## src/rtl/gars_pkg.sv

```systemverilog
package gars_pkg;

	// Reset value of the sample period register (seconds * 65536)
	localparam logic [15:0] PERIOD_RESET = 16'd131;

	// Angle accumulators, in the order the shared multiplier visits them
	localparam int ACC_NUM = 6;

	// Spread lanes: roll and pitch windows
	localparam int LANE_ROLL  = 0;
	localparam int LANE_PITCH = 1;
	localparam int LANES      = 2;

	// Integer square root: result bits and first trial bit
	localparam int          ROOT_BITS = 16;
	localparam logic [15:0] ROOT_MSB  = 16'h8000;

	// Cycles the mean / variance chain needs once the window sums are final
	localparam int MEAN_CYCLES = 5;

	typedef enum logic [2:0] {
		ACC_RING  = 3'd0,
		ACC_RAMP  = 3'd1,
		ACC_AVOID = 3'd2,
		ACC_ROLL  = 3'd3,
		ACC_PITCH = 3'd4,
		ACC_YAW   = 3'd5
	} acc_sel_t;

	// One input request, lowest field in the lowest bits
	typedef struct packed {
		logic               avoid_track_enable;
		logic               ramp_track_enable;
		logic               ring_track_enable;
		logic signed [15:0] yaw_rate;
		logic signed [15:0] pitch_rate;
		logic signed [15:0] roll_rate;
		logic               gyro_ready;
	} in_item_t;

	// One result request, lowest field in the lowest bits
	typedef struct packed {
		logic        [15:0] pitch_spread;
		logic        [15:0] roll_spread;
		logic signed [31:0] avoid_yaw_angle;
		logic signed [31:0] ramp_pitch_angle;
		logic signed [31:0] ring_turn_angle;
		logic signed [31:0] yaw_angle;
		logic signed [31:0] pitch_angle;
		logic signed [31:0] roll_angle;
	} out_item_t;

	// Commands from the sequencer to the datapath
	typedef struct packed {
		logic     in_load;
		logic     acc_mul;
		acc_sel_t acc_sel;
		logic     win_write;
		logic     rd_en;
		logic     root_clear;
		logic     root_step;
		logic     out_load;
	} cmd_t;

endpackage

```

## src/rtl/gars_ctrl.sv

```systemverilog
module gars_ctrl #(
	parameter int WINDOW_SIZE = 16,
	localparam int AW = $clog2(WINDOW_SIZE)
) (
	input  logic           clk,
	input  logic           arst_n,
	input  logic           in_valid,
	output logic           in_ready,
	output logic           out_valid,
	input  logic           out_ready,
	input  logic           gyro_ready,
	output gars_pkg::cmd_t cmd,
	output logic [AW-1:0]  rd_addr
);
	import gars_pkg::*;

	localparam int CNT_MAX = (WINDOW_SIZE + 2 > ROOT_BITS) ? WINDOW_SIZE + 2 : ROOT_BITS;
	localparam int CNT_W   = $clog2(CNT_MAX + 1);

	typedef enum logic [6:0] {
		S_IDLE  = 7'b0000001,
		S_ACC   = 7'b0000010,
		S_WRITE = 7'b0000100,
		S_WALK  = 7'b0001000,
		S_MEAN  = 7'b0010000,
		S_ROOT  = 7'b0100000,
		S_DONE  = 7'b1000000
	} state_t;

	state_t           state_q, state_d;
	logic [CNT_W-1:0] cnt_q, cnt_d;
	logic             out_valid_q;

	assign in_ready  = (state_q == S_IDLE);
	assign out_valid = out_valid_q;
	assign rd_addr   = cnt_q[AW-1:0];

	always_comb begin
		state_d = state_q;
		cnt_d   = cnt_q + 1'b1;
		cmd     = '0;
		unique case (state_q)
			S_IDLE: begin
				cnt_d = '0;
				if (in_valid) begin
					cmd.in_load = 1'b1;
					state_d     = S_ACC;
				end
			end
			S_ACC: begin
				cmd.acc_sel = acc_sel_t'(cnt_q[2:0]);
				if (!gyro_ready) begin
					cnt_d   = '0;
					state_d = S_WALK;
				end else if (cnt_q == CNT_W'(ACC_NUM)) begin
					state_d = S_WRITE;
				end else begin
					cmd.acc_mul = 1'b1;
				end
			end
			S_WRITE: begin
				cmd.win_write = 1'b1;
				cnt_d         = '0;
				state_d       = S_WALK;
			end
			S_WALK: begin
				cmd.rd_en = (cnt_q < CNT_W'(WINDOW_SIZE));
				if (cnt_q == CNT_W'(WINDOW_SIZE + 2)) begin
					cnt_d   = '0;
					state_d = S_MEAN;
				end
			end
			S_MEAN: begin
				if (cnt_q == CNT_W'(MEAN_CYCLES - 1)) begin
					cmd.root_clear = 1'b1;
					cnt_d          = '0;
					state_d        = S_ROOT;
				end
			end
			S_ROOT: begin
				cmd.root_step = 1'b1;
				if (cnt_q == CNT_W'(ROOT_BITS - 1)) begin
					state_d = S_DONE;
				end
			end
			S_DONE: begin
				if (!out_valid_q || out_ready) begin
					cmd.out_load = 1'b1;
					state_d      = S_IDLE;
				end
			end
			default: begin
				state_d = S_IDLE;
			end
		endcase
	end

	always_ff @(posedge clk or negedge arst_n) begin
		if (!arst_n) begin
			state_q     <= S_IDLE;
			cnt_q       <= '0;
			out_valid_q <= 1'b0;
		end else begin
			state_q <= state_d;
			cnt_q   <= cnt_d;
			if (cmd.out_load) begin
				out_valid_q <= 1'b1;
			end else if (out_ready) begin
				out_valid_q <= 1'b0;
			end
		end
	end

endmodule

```

## config.mk

```make
export PLATFORM = sky130hd
export DESIGN_NAME = gars_ctrl
export DESIGN_NICKNAME = d
export VERILOG_FILES = /design/src/rtl/gars_pkg.sv /design/src/rtl/gars_ctrl.sv
export SDC_FILE = /design/constraint.sdc
export NUM_CORES = 1
export LEC_CHECK = 0
export BUFFER_PORTS_ARGS = -buffer_cell sky130_fd_sc_hd__buf_2
export CORE_MARGIN = 2
export CORE_UTILIZATION = 35
export CTS_CLUSTER_SIZE = 12
export DETAILED_ROUTE_END_ITERATION = 10
export PLACE_DENSITY_LB_ADDON = 0.3
export SKIP_CTS_REPAIR_TIMING = 1
export SYNTH_ARGS = -nofsm -noshare
export SYNTH_HDL_FRONTEND = slang
export SYNTH_SLANG_ARGS = --single-unit
export TNS_END_PERCENT = 50
```

## constraint.sdc

```tcl
create_clock -name clk -period 2.2 [get_ports clk]
set_clock_uncertainty 0.2 [all_clocks]
set_input_delay 0.22 -clock clk [delete_from_list [all_inputs] [get_ports clk]]
set_output_delay 0.22 -clock clk [all_outputs]
set_load 0.05 [all_outputs]
```

==> qor.txt <==
Status: complete, no violations
Final hold vios: 0
Avg WL per Cell: 14.6 um
Antenna Cells: 0
Gr ovfl total: 0
Chip Height: 55.4 um
Drt pass-1 iters: 4
Synth Area in Adders: 5.41%
Final ANT Viol Nets: 0
Share of layout cells above drive strength 1: 38.9%
I/O pin total: 21
Min-Delay Path Class: in2reg
CP endpoint: cmd[8]
CORE AREA: 2500 sq um
Slew headroom: 78.0%
First-pass GRT wire length: 3.84 mm
GRT Total Usage: 15.6%
WL final: 2.35 mm
Startpoint Class: register
Maximum Capacitance Violations: 0
Slowest-stage cell, CP: dfrtp_1
Avg Cell Area, Syn: 9.17 sq um
Final Util: 49.3%
Largest net degree at the start of global routing: 14
Fin nets: 141
Vias in the first global route: 813
CTS Sinks: 13
Worst setup path start: cnt_q[0]$_DFF_PN0_
Worst EP required: 1780 ps
EDFF count, synth: 0
Iter 0 DRT Violations: 6
Fin. max-slew vios: 0
Synth Area in Simple Gates: 33.6%
Die area: 3070 sq um
RSZ-0062 raised after global routing: yes
Via count: 856
Synth Register Bits: 13
Syn Std Cell Area: 926 sq um
Core Rows: 18
Initial Util: 37.0%
Pre-CTS WS: 140 ps
Yosys Warn Count: 0
XOR/XNOR Fraction of Synth Area: 2.84%
Clock Root Buffer: clkbuf_4
Most frequent cell after synthesis: dfrtp_1
Largest family of logic cells by synthesized area: simple AND/OR/NAND/NOR gates
Post-Synthesis Cells: 101
Top FF cell, synth: dfrtp_1
Crit Path Max Fanout: 4
Placed cells: 150
Die W: 55.4 um
Vias per inst: 5.32
Worst slew pin tran: 328 ps
Sequential-to-total area share from yosys stat: 35.3%
Area Growth Syn to Fin: 33.1%
Top cells by count, synth: 12 x dfrtp_1, 11 x nor2b_1, 8 x nor2_1
Internal reg-to-reg setup slack: 100 ps
CTS tree: done
Power per cell area: 1090 nW/um^2
Max clock buf depth: 2
I/O Buffers: 20
Max stage delay on crit path: 430 ps
WS Path Type: reg2out
Worst R2R End: state_q[0]$_DFFE_PN1P_
Remaining DRCs: 0
Final Critical Period: 2200 ps
Final hold slack: 65.8 ps
Compound-Gate Fraction of Synth Area: 15.5%
Number of H-tree levels: 1
Worst vdd ir: 0.594 mV
Reg clk slew, reported paths: 100 ps
Post-synth cell types: 39
Mux cell area share after synthesis: 0%
Placer's final routability congestion estimate: 0.863
Largest area contributor in the netlist: dfrtp_1
Initial antenna violation count: 0
R2r worst-path depth: 7
Critical Path End Type: primary output
Area contributors post-synth: dfrtp_1 32%, nor2b_1 7.4%, ha_1 5.4%
Post-synth ARST share: 100%
Crit-path cells: inv_2, ha_4, and4bb_1, nor4b_4, buf_6
# setup viols final: 0
CTS Buf Count: 3
Syn_nets: 110
CP arrival: 1780 ps
Final cell count without fillers: 161
Period Utilization, post-route: 99.8%
Worst setup margin: 3.87 ps
Static leakage: 0.000566 uW
Worst-Skew Late Latency: 280 ps
Hold path start: in_valid
Worst r2r src: cnt_q[0]$_DFF_PN0_
Post-synth top area share: 32.4%
Peak Freq: 0.455 GHz
Setup TNS: 0 ps
Post-DP HPWL: 1.71 mm
metrics by stage:
step	area [sq um]	power, uW
2_1_floorplan	936	912
3_3_place_gp	1060	1060
6_report	1230	1340
4_1_cts	1090	1240
5_1_grt	1230	1420
3_5_place_dp	1060	1070
flip-flops by register name, indices dropped and copies added, names as in the netlist:
signal / flops
state_q: 7
cnt_q: 5
out_valid: 1
layout make-up:
class / instances / area, sq um
clock buffer: 3 / 22.5
sequential: 13 / 330
tap: 30 / 37.5
clock inverter: 1 / 5.00
multi-input combinational: 76 / 589
timing repair buffer: 31 / 221
inverter: 7 / 26.3
fill: 242 / 1270
kinds of logic after synthesis:
kind of cell / Yosys count
flops: 13
xor+xnor: 3
fa+ha+maj: 4
buf+inv: 12
simple gates: 46
compound gates: 23
cell usage in the layout (no fill, tap or decap), drive strengths merged, types with 3 or more instances in the layout:
cell         count
inv              7
nor2b           11
clkbuf           7
ha               4
a21oi            7
dfrtp           12
buf             24
and3             3
nor3             3
dlygate4sd3      3
nor2             8
o21ai            5
o22ai            3
layer usage:
layer | wire (um) | global-route usage [%] | up-vias
met5 | 0 | 0 | -
met4 | 12 | 3.14 | 0
met3 | 94 | 4.22 | 2
met2 | 1190 | 26.5 | 18
met1 | 1050 | 19.7 | 419
li1 | - | - | 417
power breakdown:
group	switching, uW	internal (uW)	total [uW]	leakage (uW)
registers	93.7	296	390	0.000169
logic	478	317	794	0.000379
clock network	93.5	67.5	161	0.0000177
critical path: cells and delay by family (launching register included):
family	cells	cell delay, ps
buffers and inverters	2	290
AND/OR/NAND/NOR	2	600
adder cells (fa/ha/maj)	1	160
flip-flops	1	430
worst min-delay path by stage:
stage | end | slack (ps) | cells after the start
floorplan | cnt_q[0]$_DFF_PN0_ | -280 | 0
global placement | state_q[1]$_DFFE_PN0P_ | -70 | 1
detailed placement | state_q[1]$_DFFE_PN0P_ | -60 | 1
CTS | state_q[1]$_DFFE_PN0P_ | -380 | 1
global route | state_q[1]$_DFFE_PN0P_ | 90 | 3
finish | state_q[1]$_DFFE_PN0P_ | 70 | 3
Note: power is estimated with default switching activity, not from simulation.
